<file path="src/design/hijp_pkg.sv">
// Shared types and constants for the hash join probe block.
`default_nettype none

package hijp_pkg;

    localparam int KEY_W      = 32;
    localparam int VAL_W      = 31;
    localparam int SLOT_W     = 12;
    localparam int BIDX_W     = 10;
    localparam int CNT_W      = 7;
    localparam int NUM_W      = 32;
    localparam int RECIP_W    = 32;
    localparam int MOD_STEPS  = 3;
    localparam int MOD_STEP_W = 2;

    typedef enum logic [1:0] {
        REQ_ENTRY  = 2'd0,
        REQ_BUCKET = 2'd1,
        REQ_RIGHT  = 2'd2,
        REQ_PROBE  = 2'd3
    } req_t;

    typedef enum logic [3:0] {
        ST_CLEAR,
        ST_IDLE,
        ST_HASH,
        ST_BKT_RD,
        ST_BKT_LAT,
        ST_ENT_RD,
        ST_ENT_CHK,
        ST_ROW_CHK,
        ST_FLUSH
    } state_t;

    typedef struct packed {
        logic clr_step;
        logic load_take;
        logic probe_take;
        logic mod_step;
        logic bkt_rd;
        logic bkt_lat;
        logic ent_rd;
        logic idx_inc;
        logic row_rd;
        logic push;
        logic flush;
    } cmd_t;

    typedef struct packed {
        logic is_probe;
        logic clr_done;
        logic mod_done;
        logic scan_end;
        logic slot_oob;
        logic ent_match;
        logic can_push;
        logic out_free;
    } stat_t;

endpackage

`default_nettype wire

</file>
<file path="src/design/hijp_ctrl.sv">
// Controller state machine: reset clear, loads, bucket hash, bucket scan and flush.
`default_nettype none

module hijp_ctrl (
    input  wire logic            clk,
    input  wire logic            rst_n,
    input  wire logic            in_valid,
    output logic                 in_stall,
    input  wire hijp_pkg::stat_t stat,
    output hijp_pkg::cmd_t       cmd
);

    hijp_pkg::state_t state_reg;
    hijp_pkg::state_t state_next;

    always_ff @(posedge clk or negedge rst_n)
    begin
        if (!rst_n)
        begin
            state_reg <= hijp_pkg::ST_CLEAR;
        end
        else
        begin
            state_reg <= state_next;
        end
    end

    always_comb
    begin
        state_next = state_reg;
        cmd        = '0;
        in_stall   = 1'b1;
        unique case (state_reg)
            hijp_pkg::ST_CLEAR:
            begin
                cmd.clr_step = 1'b1;
                if (stat.clr_done)
                begin
                    state_next = hijp_pkg::ST_IDLE;
                end
            end
            hijp_pkg::ST_IDLE:
            begin
                in_stall = 1'b0;
                if (in_valid)
                begin
                    if (stat.is_probe)
                    begin
                        cmd.probe_take = 1'b1;
                        state_next     = hijp_pkg::ST_HASH;
                    end
                    else
                    begin
                        cmd.load_take = 1'b1;
                    end
                end
            end
            hijp_pkg::ST_HASH:
            begin
                cmd.mod_step = 1'b1;
                if (stat.mod_done)
                begin
                    state_next = hijp_pkg::ST_BKT_RD;
                end
            end
            hijp_pkg::ST_BKT_RD:
            begin
                cmd.bkt_rd = 1'b1;
                state_next = hijp_pkg::ST_BKT_LAT;
            end
            hijp_pkg::ST_BKT_LAT:
            begin
                cmd.bkt_lat = 1'b1;
                state_next  = hijp_pkg::ST_ENT_RD;
            end
            hijp_pkg::ST_ENT_RD:
            begin
                priority if (stat.scan_end)
                begin
                    state_next = hijp_pkg::ST_FLUSH;
                end
                else if (stat.slot_oob)
                begin
                    cmd.idx_inc = 1'b1;
                end
                else
                begin
                    cmd.ent_rd = 1'b1;
                    state_next = hijp_pkg::ST_ENT_CHK;
                end
            end
            hijp_pkg::ST_ENT_CHK:
            begin
                if (stat.ent_match)
                begin
                    cmd.row_rd = 1'b1;
                    state_next = hijp_pkg::ST_ROW_CHK;
                end
                else
                begin
                    cmd.idx_inc = 1'b1;
                    state_next  = hijp_pkg::ST_ENT_RD;
                end
            end
            hijp_pkg::ST_ROW_CHK:
            begin
                if (stat.can_push)
                begin
                    cmd.push    = 1'b1;
                    cmd.idx_inc = 1'b1;
                    state_next  = hijp_pkg::ST_ENT_RD;
                end
            end
            hijp_pkg::ST_FLUSH:
            begin
                if (stat.out_free)
                begin
                    cmd.flush  = 1'b1;
                    state_next = hijp_pkg::ST_IDLE;
                end
            end
            default:
            begin
                state_next = hijp_pkg::ST_IDLE;
            end
        endcase
    end

endmodule

`default_nettype wire

</file>
<file path="config.mk">
export PLATFORM = sky130hd
export DESIGN_NAME = hijp_ctrl
export DESIGN_NICKNAME = d
export VERILOG_FILES = /design/src/design/hijp_pkg.sv /design/src/design/hijp_ctrl.sv
export SDC_FILE = /design/constraint.sdc
export NUM_CORES = 1
export LEC_CHECK = 0
export ABC_AREA = 1
export BUFFER_PORTS_ARGS = -buffer_cell sky130_fd_sc_hd__buf_2
export CAP_MARGIN = 20
export CORE_AREA = 3 3 40 42
export CTS_BUF_LIST = sky130_fd_sc_hd__clkbuf_4 sky130_fd_sc_hd__clkbuf_8 sky130_fd_sc_hd__clkbuf_16
export DETAILED_ROUTE_END_ITERATION = 16
export DIE_AREA = 0 0 43 45
export HOLD_SLACK_MARGIN = 0.1
export PLACE_DENSITY = 0.56
export SETUP_SLACK_MARGIN = 0.02
export SLEW_MARGIN = 10
export SYNTH_ARGS = -nofsm -noshare
export SYNTH_HDL_FRONTEND = slang
export SYNTH_SLANG_ARGS = --single-unit
</file>
<file path="constraint.sdc">
create_clock -name clk -period 1.4 [get_ports clk]
set_clock_uncertainty 0.15 [all_clocks]
set_input_delay 0.14 -clock clk [delete_from_list [all_inputs] [get_ports clk]]
set_output_delay 0.14 -clock clk [all_outputs]
set_load 0.01 [all_outputs]
</file>
==> impl_metrics.json, run 1 <==
{
  "outcome": "finished with violations",
  "violations": "setup timing",
  "cpMostUsedCell": "inv_2",
  "grt_util_met1_pct": 19.5,
  "crit_chain": "inv_2, nand2_4, nor2_4, inv_2, nor3_2, buf_2",
  "r2r_slack_ns": -0.12,
  "drt_iter0_markers": 29,
  "ys_warn_count": 0,
  "core_area_um2": 1280,
  "dp_cells": 116,
  "fin_crit_ns": 1.63,
  "synth_compound_area_share_pct": 6.79,
  "drt_pre_antenna_iters": 4,
  "synth_xor_area_share_pct": 0,
  "synth_edf_count": 0,
  "wl_per_cell_um": 12.5,
  "cts_buffers": 3,
  "hold_ws_ns": 0.129,
  "setup-violations-final": 15,
  "initial_core_util_pct": 31.5,
  "power.density_nw_per_um2": 2160,
  "end_kind": "primary output",
  "worst_slew_pin_slew_ns": 0.203,
  "cpMaxStageDelayCell": "dfrtp_2",
  "synth_top_area_share_pct": 24.7,
  "seq_area_um2": 104,
  "synth_area_leader_cell": "dfrtp_1",
  "io_pins": 23,
  "largest_reg_flops": 4,
  "timing.rr.start": "state_reg[3]$_DFFE_PN0P_",
  "drc": 0,
  "gp_congestion": 0.829,
  "ff2ff_path_depth": 9,
  "ys_async_sr_fraction_pct": 100,
  "grt.busiest_layer": "met2",
  "hold_end": "state_reg[3]$_DFFE_PN0P_",
  "drive_gt1_share_pct": 66.7,
  "worstSetupPathType": "flip-flop to primary output",
  "cts_tree": "built",
  "portBuffers": 22,
  "vias": 638,
  "maxSlewViolCount": 0,
  "synth_simple_gate_area_share_pct": 52.8,
  "yosys_register_bits": 4,
  "cap_violations": 0,
  "cts_root_buf": "clkbuf_4",
  "syn_nets": 85,
  "ant_nets": 0,
  "syn-cell-area_um2": 405,
  "tns_ns": -1.85,
  "final.period_utilization_pct": 116,
  "dieArea_um2": 1940,
  "p_leak_nw": 0.472,
  "synthTopCellsByArea": "dfrtp_1 (25%), nand2_1 (15%), nor2_1 (15%)",
  "synthMuxAreaShare_pct": 0,
  "yosysUniqueCellTypes": 14,
  "use_met2_pct": 29.0,
  "die_w_um": 43,
  "area_delta_synth_final_pct": 109,
  "grt_pass1_wl_um": 2380,
  "slew_headroom_pct": 86.4,
  "finalPower_mw": 1.82,
  "antenna_cells": 0,
  "worstPathRequired_ns": 1.11,
  "clk_latency_ns": 0.24,
  "cts.sinks": 4,
  "final_util_pct": 65.8,
  "synth.top_cells.by_count": "nand2_1 (16), nor2_1 (16), inv_1 (15)",
  "worstSetupStartpointType": "flip-flop",
  "ir_drop_v": 0.00103,
  "fill_cells": 105,
  "grt_pass1_vias": 580,
  "crit-reg2reg-capture": "state_reg[1]$_DFFE_PN0P_",
  "globalRouteOverflowTotal": 0,
  "min_path_type": "primary input to flip-flop",
  "die_h_um": 45,
  "clock_path_buffers": 2,
  "multi_input_area_um2": 364,
  "fin_ws_ns": -0.226,
  "cts.reportedPaths.clkPinSlew_ns": 0.04,
  "num_rows": 13,
  "crit_fanout": 6,
  "hold_path_depth": 4,
  "syn-mean-instance-area_um2": 5.48,
  "wl_um": 1650,
  "finalHoldViolCount": 0,
  "cpPeakStageDelay_ns": 0.47,
  "synth_top_family_by_area": "simple AND/OR/NAND/NOR gates",
  "yosys_most_used_dff": "dfrtp_1",
  "final_nets": 130,
  "arrival_ns": 1.34,
  "fin_cells": 132,
  "cp-startpoint": "state_reg[1]$_DFFE_PN0P_",
  "use_met3_pct": 1.59,
  "grt_max_degree": 7,
  "synth_fa_ha_area_share_pct": 0,
  "seq_area_frac_synth_pct": 24.7,
  "grtUsageTotal_pct": 16.3,
  "via_per_inst": 4.83,
  "min_from": "stat[0]",
  "max_freq_mhz": 615,
  "hpwl_um": 907,
  "rsz0062_at_grt": "true",
  "htreeDepth": 1,
  "synthCells": 74,
  "antenna_found_initial": 0
}
-- critical path: cells and delay by family (launching register included) --
family | cells | cell delay, ns
and+or+nand+nor | 3 | 0.32
DFF | 1 | 0.47
buffers and inverters | 3 | 0.31
-- timing repair --
item / 4_1_cts / 5_1_grt
pin swaps: 7 / 7
hold buffers: 3 / 0
gates cloned: 0 / 0
endpoints found under the hold margin: 5 / 0
setup buffers: 9 / 1
endpoints found under the setup margin: 13 / 15
resized for setup: 16 / 28
-- power by group --
| group | switching, mW | total (mW) | internal [mW] |
|---|---|---|---|
| clock network | 0.0478 | 0.144 | 0.0959 |
| logic | 0.759 | 1.40 | 0.639 |
| registers | 0.104 | 0.280 | 0.177 |
-- final cells by class --
cell class,count,area share (%)
tap,15,2.22
multi-input combinational,53,43.0
inverter,17,7.84
clock buffer,3,2.66
timing repair buffer,40,32.0
sequential,4,12.3
-- worst max-delay path by stage --
stage | end | depth (start not counted)
2_1_floorplan | cmd[8] | 5
3_3_place_gp | cmd[3] | 5
3_5_place_dp | cmd[4] | 6
4_1_cts | cmd[3] | 6
5_1_grt | cmd[8] | 6
6_report | cmd[8] | 6
-- cells by family (layout without fill, tap and decap cells) --
family	after synthesis	count (layout)
simple gates	49	49
buf+inv	17	60
compound gates	4	4
flops	4	4
-- metrics by stage --
step	instance area, um2	worst slack [ns]
finish	846	-0.226
global route	846	-0.286
CTS	729	-0.151
detailed placement	572	0.0124
global placement	572	0.00484
floorplan	405	0.0453
-- metal layers --
| metal | part of all wire, % | wire (um) |
|---|---|---|
| met5 | 0 | 0 |
| met2 | 50 | 828 |
| met3 | 6.4 | 106 |
| met4 | 4.8 | 80 |
| met1 | 39 | 636 |
-- layout by cell type (no fill, tap or decap), types with 3 or more instances in the layout --
| cell type | instances |
|---|---|
| buf_2 | 21 |
| nor2_2 | 9 |
| nand2_2 | 6 |
| nand2_1 | 9 |
| nor2_1 | 7 |
| nor2_4 | 4 |
| nand3_2 | 5 |
| dlygate4sd3_1 | 3 |
| clkbuf_4 | 3 |
| nand3_1 | 4 |
| inv_1 | 11 |
| buf_6 | 4 |
| nand2_4 | 3 |
| inv_2 | 4 |
| buf_4 | 12 |
| dfrtp_2 | 3 |
(Power assumes the default switching activity.)
==> inputs of run 2 (changes only) <==
- BUFFER_PORTS_ARGS: -buffer_cell sky130_fd_sc_hd__buf_2 -> unset
- DONT_BUFFER_PORTS: unset -> 1
- PLACE_DENSITY: 0.56 -> 0.41
==> run 2 against run 1 <==
- sequential share of layout area up 0.36 points
- final cell count decreased by 11%
- global-route usage is 1.1 points lower
- flip-flop and latch count unchanged
- via count shrank 15%
- critical path type unchanged
- critical path depth unchanged
- first-iteration DRC count fell by 72%
- the run still ends with setup timing left
- clock power down 3%
- power is 3.0% lower
==> impl_metrics.json, run 2 (synthesized netlist as in run 1, its figures left out) <==
{
  "outcome": "finished with violations",
  "violations": "setup timing",
  "clk_latency_ns": 0.23,
  "p_leak_nw": 0.400,
  "worstSetupStartpointType": "flip-flop",
  "cts_root_buf": "clkbuf_4",
  "cp-startpoint": "state_reg[3]$_DFFE_PN0P_",
  "maxSlewViolCount": 0,
  "die_w_um": 43,
  "final_nets": 115,
  "endpoint": "cmd[3]",
  "worstSetupPathType": "flip-flop to primary output",
  "final_cell_area_um2": 812,
  "detailed_place.area_um2": 529,
  "grt_max_degree": 7,
  "post-place-ws_ns": -0.00514,
  "portBuffers": 0,
  "wl_um": 1390,
  "drc": 0,
  "grt_util_met1_pct": 19.7,
  "final_cell_mix": "buf_4 (19), nor2_4 (11), inv_2 (8), inv_1 (8), nand3_1 (8)",
  "crit_fanout": 5,
  "r2r_slack_ns": -0.07,
  "ir_drop_v": 0.00118,
  "cts_buffers": 3,
  "grt_pass1_vias": 490,
  "antenna_found_initial": 0,
  "antenna_cells": 0,
  "gp_congestion": 0.798,
  "arrival_ns": 1.28,
  "worst_slew_pin_slew_ns": 0.224,
  "hpwl_um": 982,
  "tns_ns": -1.40,
  "grtUsageTotal_pct": 15.2,
  "core_area_um2": 1280,
  "hold_ws_ns": 0.128,
  "largest_reg_flops": 4,
  "grt_pass1_wl_um": 2170,
  "vias": 543,
  "cts.reportedPaths.clkPinSlew_ns": 0.04,
  "fin_crit_ns": 1.57,
  "cts_tree": "built",
  "finalHoldViolCount": 0,
  "htreeDepth": 1,
  "wl_per_cell_um": 11.8,
  "ant_nets": 0,
  "end_kind": "primary output",
  "via_per_inst": 4.64,
  "worstPathRequired_ns": 1.11,
  "grt.busiest_layer": "met2",
  "cts.sinks": 4,
  "drt_iter0_markers": 8,
  "dp_cells": 103,
  "max_freq_mhz": 636,
  "final.period_utilization_pct": 112,
  "crit-reg2reg-capture": "state_reg[0]$_DFFE_PN0P_",
  "drt_pre_antenna_iters": 2,
  "ff2ff_path_depth": 9,
  "clock_path_buffers": 2,
  "use_met3_pct": 5.18,
  "power.density_nw_per_um2": 2180,
  "fin_ws_ns": -0.173,
  "rsz0062_at_grt": "true",
  "timing.rr.start": "state_reg[0]$_DFFE_PN0P_",
  "globalRouteOverflowTotal": 0,
  "min_path_type": "primary input to flip-flop",
  "setup-violations-final": 14,
  "io_pins": 23,
  "area_delta_synth_final_pct": 100,
  "layout_commonest_cell": "buf_4",
  "drive_gt1_share_pct": 61.8,
  "use_met2_pct": 22.8,
  "fin_cells": 117,
  "dieArea_um2": 1940,
  "num_rows": 13,
  "initial_core_util_pct": 31.5,
  "slew_headroom_pct": 84.9,
  "die_h_um": 45,
  "cap_violations": 0
}
-- run 2: worst max-delay path, stage by stage, from the launching register on --
cell	delay (ns)
dfrtp_1	0.39
inv_2	0.15
nand2_8	0.09
nor2_4	0.12
inv_2	0.04
o221ai_2	0.11
buf_4	0.14
-- run 2: power by group --
part | total [mW] | switching [mW] | leakage (nW) | internal (mW)
sequential | 0.274 | 0.100 | 0.0484 | 0.174
combinational | 1.35 | 0.736 | 0.338 | 0.617
clock | 0.140 | 0.0448 | 0.0138 | 0.0957
-- run 2: per-layer routing --
layer	wire length (um)	share of wire [%]
met1	632	46
met2	705	51
met3	47	3.4
met4	0	0
met5	0	0
-- run 2: layout make-up --
class | instances | area, um2
clock buffers | 3 | 22.5
repair buffers | 25 | 205
inverters | 17 | 63.8
well taps | 15 | 18.8
flip-flops and latches | 4 | 103
fillers | 125 | 473
multi-input cells | 53 | 399
-- run 2: worst min path at each step --
stage,start,endpoint,slack [ns],cells after the start
3_3_place_gp,rst_n,state_reg[0]$_DFFE_PN0P_,-0.31,0
2_1_floorplan,rst_n,state_reg[0]$_DFFE_PN0P_,-0.31,0
6_report,stat[0],state_reg[3]$_DFFE_PN0P_,0.13,4
3_5_place_dp,rst_n,state_reg[0]$_DFFE_PN0P_,-0.31,0
4_1_cts,stat[0],state_reg[3]$_DFFE_PN0P_,0.12,4
5_1_grt,stat[0],state_reg[3]$_DFFE_PN0P_,0.12,4
-- run 2: what timing repair did --
action,4_1_cts,5_1_grt
endpoints found under the hold margin,7,0
pin swaps,6,10
buffers inserted,3,4
gates resized for setup,26,25
endpoints found under the setup margin,14,14
hold buffers,4,0
cloned,0,0
-- run 2: per-stage QoR --
step	total power, mW	util (%)
floorplan	0.742	-
global placement	1.09	41.2
detailed placement	1.08	41.2
CTS	1.46	53.3
global route	1.94	63.2
finish	1.77	63.2
==> inputs of run 3 (changes only) <==
==> constraint.sdc (replaced) <==
create_clock -name clk -period 1.4 [get_ports clk]
set_clock_uncertainty 0.15 [all_clocks]
set_input_delay 0.42 -clock clk [delete_from_list [all_inputs] [get_ports clk]]
set_output_delay 0.42 -clock clk [all_outputs]
set_load 0.01 [all_outputs]
==> run 3 against run 2 <==
- the flow still finishes with violations (setup timing)
- setup slack worse by 0.20 ns
- combinational power down 7%
- power down 3.6%
- critical path depth down 1
- non-clock buffer count down 1
- clock-buffer cell count unchanged
- sequential power up 8.8%
- global-route usage up 0.73 points
- final cell count down 0.85%
- clock power about the same
- cell area down 3.1%
- fmax down 12%
- critical endpoint is now cmd[8]
- largest power group unchanged
==> impl_metrics.json, run 3 (synthesized netlist as in run 1, its figures left out) <==
{
  "outcome": "finished with violations",
  "violations": "setup timing",
  "via_per_inst": 4.81,
  "fin_ws_ns": -0.378,
  "drt_iter0_markers": 8,
  "cts_tree": "built",
  "antenna_found_initial": 0,
  "slew_headroom_pct": 86.0,
  "num_rows": 13,
  "timing.rr.start": "state_reg[1]$_DFFE_PN0P_",
  "antenna_cells": 0,
  "gp_congestion": 0.731,
  "grtUsageTotal_pct": 15.9,
  "grt_pass1_wl_um": 2220,
  "end_kind": "primary output",
  "cp-startpoint": "state_reg[1]$_DFFE_PN0P_",
  "final_nets": 114,
  "final_cell_mix": "buf_4 (21), nor2_4 (11), nand2_1 (10), nand3_1 (9)",
  "detailed_place.area_um2": 606,
  "drc": 0,
  "tns_ns": -4.38,
  "setup-violations-final": 14,
  "core_area_um2": 1280,
  "cpMaxStageDelayCell": "dfrtp_2",
  "worstPathRequired_ns": 0.83,
  "worstSetupStartpointType": "flip-flop",
  "drive_gt1_share_pct": 62.4,
  "io_pins": 23,
  "hpwl_um": 1080,
  "grt_max_degree": 7,
  "power.density_nw_per_um2": 2170,
  "cts.sinks": 4,
  "cts.reportedPaths.clkPinSlew_ns": 0.04,
  "die_w_um": 43,
  "final_cell_area_um2": 787,
  "endpoint": "cmd[8]",
  "final.period_utilization_pct": 127,
  "wl_um": 1290,
  "max_freq_mhz": 563,
  "ir_drop_v": 0.00106,
  "cts_buffers": 3,
  "rsz0062_at_grt": "true",
  "dieArea_um2": 1940,
  "arrival_ns": 1.21,
  "crit_fanout": 6,
  "layout_commonest_cell": "buf_4",
  "fin_crit_ns": 1.78,
  "grt_pass1_vias": 524,
  "dp_cells": 109,
  "clk_latency_ns": 0.24,
  "area_delta_synth_final_pct": 94.1,
  "worst_slew_pin_slew_ns": 0.210,
  "cap_violations": 0,
  "maxSlewViolCount": 0,
  "ant_nets": 0,
  "ff2ff_path_depth": 10,
  "min_path_type": "primary input to flip-flop",
  "globalRouteOverflowTotal": 0,
  "die_h_um": 45,
  "cts_root_buf": "clkbuf_4",
  "initial_core_util_pct": 31.5,
  "htreeDepth": 1,
  "vias": 558,
  "largest_reg_flops": 4,
  "p_leak_nw": 0.386,
  "post-place-ws_ns": -0.219,
  "fin_cells": 116,
  "r2r_slack_ns": -0.18,
  "crit-reg2reg-capture": "state_reg[1]$_DFFE_PN0P_",
  "crit_chain": "inv_2, nand2_2, nor2_4, inv_2, nor3_4",
  "wl_per_cell_um": 11.1,
  "cpPeakStageDelay_ns": 0.48,
  "portBuffers": 0,
  "clock_path_buffers": 2,
  "drt_pre_antenna_iters": 4,
  "finalHoldViolCount": 0,
  "cpMostUsedCell": "inv_2",
  "worstSetupPathType": "flip-flop to primary output",
  "final_util_pct": 61.2,
  "fill_cells": 131
}
## run 3: cell type report
cell class | instances | area [um2] | share of cell area (%)
Timing Repair Buffer | 24 | 190 | 24.2
Clock buffer | 3 | 22.5 | 2.86
Multi-Input combinational cell | 53 | 388 | 49.3
Inverter | 17 | 63.8 | 8.11
Sequential cell | 4 | 104 | 13.2
Tap cell | 15 | 18.8 | 2.38
## run 3: worst min-delay path by stage
stage | from | to | slack (ns) | depth (start not counted)
2_1_floorplan | rst_n | state_reg[0]$_DFFE_PN0P_ | -0.03 | 0
3_3_place_gp | rst_n | state_reg[3]$_DFFE_PN0P_ | -0.03 | 0
3_5_place_dp | rst_n | state_reg[3]$_DFFE_PN0P_ | -0.03 | 0
4_1_cts | stat[4] | state_reg[3]$_DFFE_PN0P_ | 0.26 | 2
5_1_grt | rst_n | state_reg[2]$_DFFE_PN0P_ | 0.30 | 1
6_report | stat[4] | state_reg[3]$_DFFE_PN0P_ | 0.26 | 2
## run 3: routing by layer
metal	wire length, um	vias up	part of all wire, %	track usage [%]
met2	589	28	46	24.3
met3	130	4	10	5.58
met1	536	240	42	18.9
li1	-	286	-	-
met4	32	0	2.5	10.8
met5	0	-	0	0
## run 3: report_power, final
part / internal, mW / leakage (nW) / switching (mW)
Sequential: 0.177 / 0.0471 / 0.122
Clock: 0.0959 / 0.0138 / 0.0476
Combinational: 0.579 / 0.325 / 0.684
Total: 0.852 / 0.386 / 0.853
## run 3: worst max-delay path, delay by kind of cell, from the launching register on
kind          cells  cell delay, ns
flops             1            0.48
buf+inv           2            0.14
simple gates      3            0.35
## run 3: stage by stage
stage / power (mW) / hold slack [ns]
after CTS: 1.63 / 0.263
after global routing: 1.87 / 0.298
after floorplan: 0.792 / -0.0256
final: 1.70 / 0.258
after detailed placement: 1.19 / -0.0255
after global placement: 1.19 / -0.0255
## run 3: repair_timing
item / in CTS / in global routing
resized for setup: 31 / 6
setup buffers: 2 / 1
endpoints found under the setup margin: 14 / 14
hold buffers: 1 / 0
pin swaps: 6 / 4
hold endpoints to repair: 4 / 0
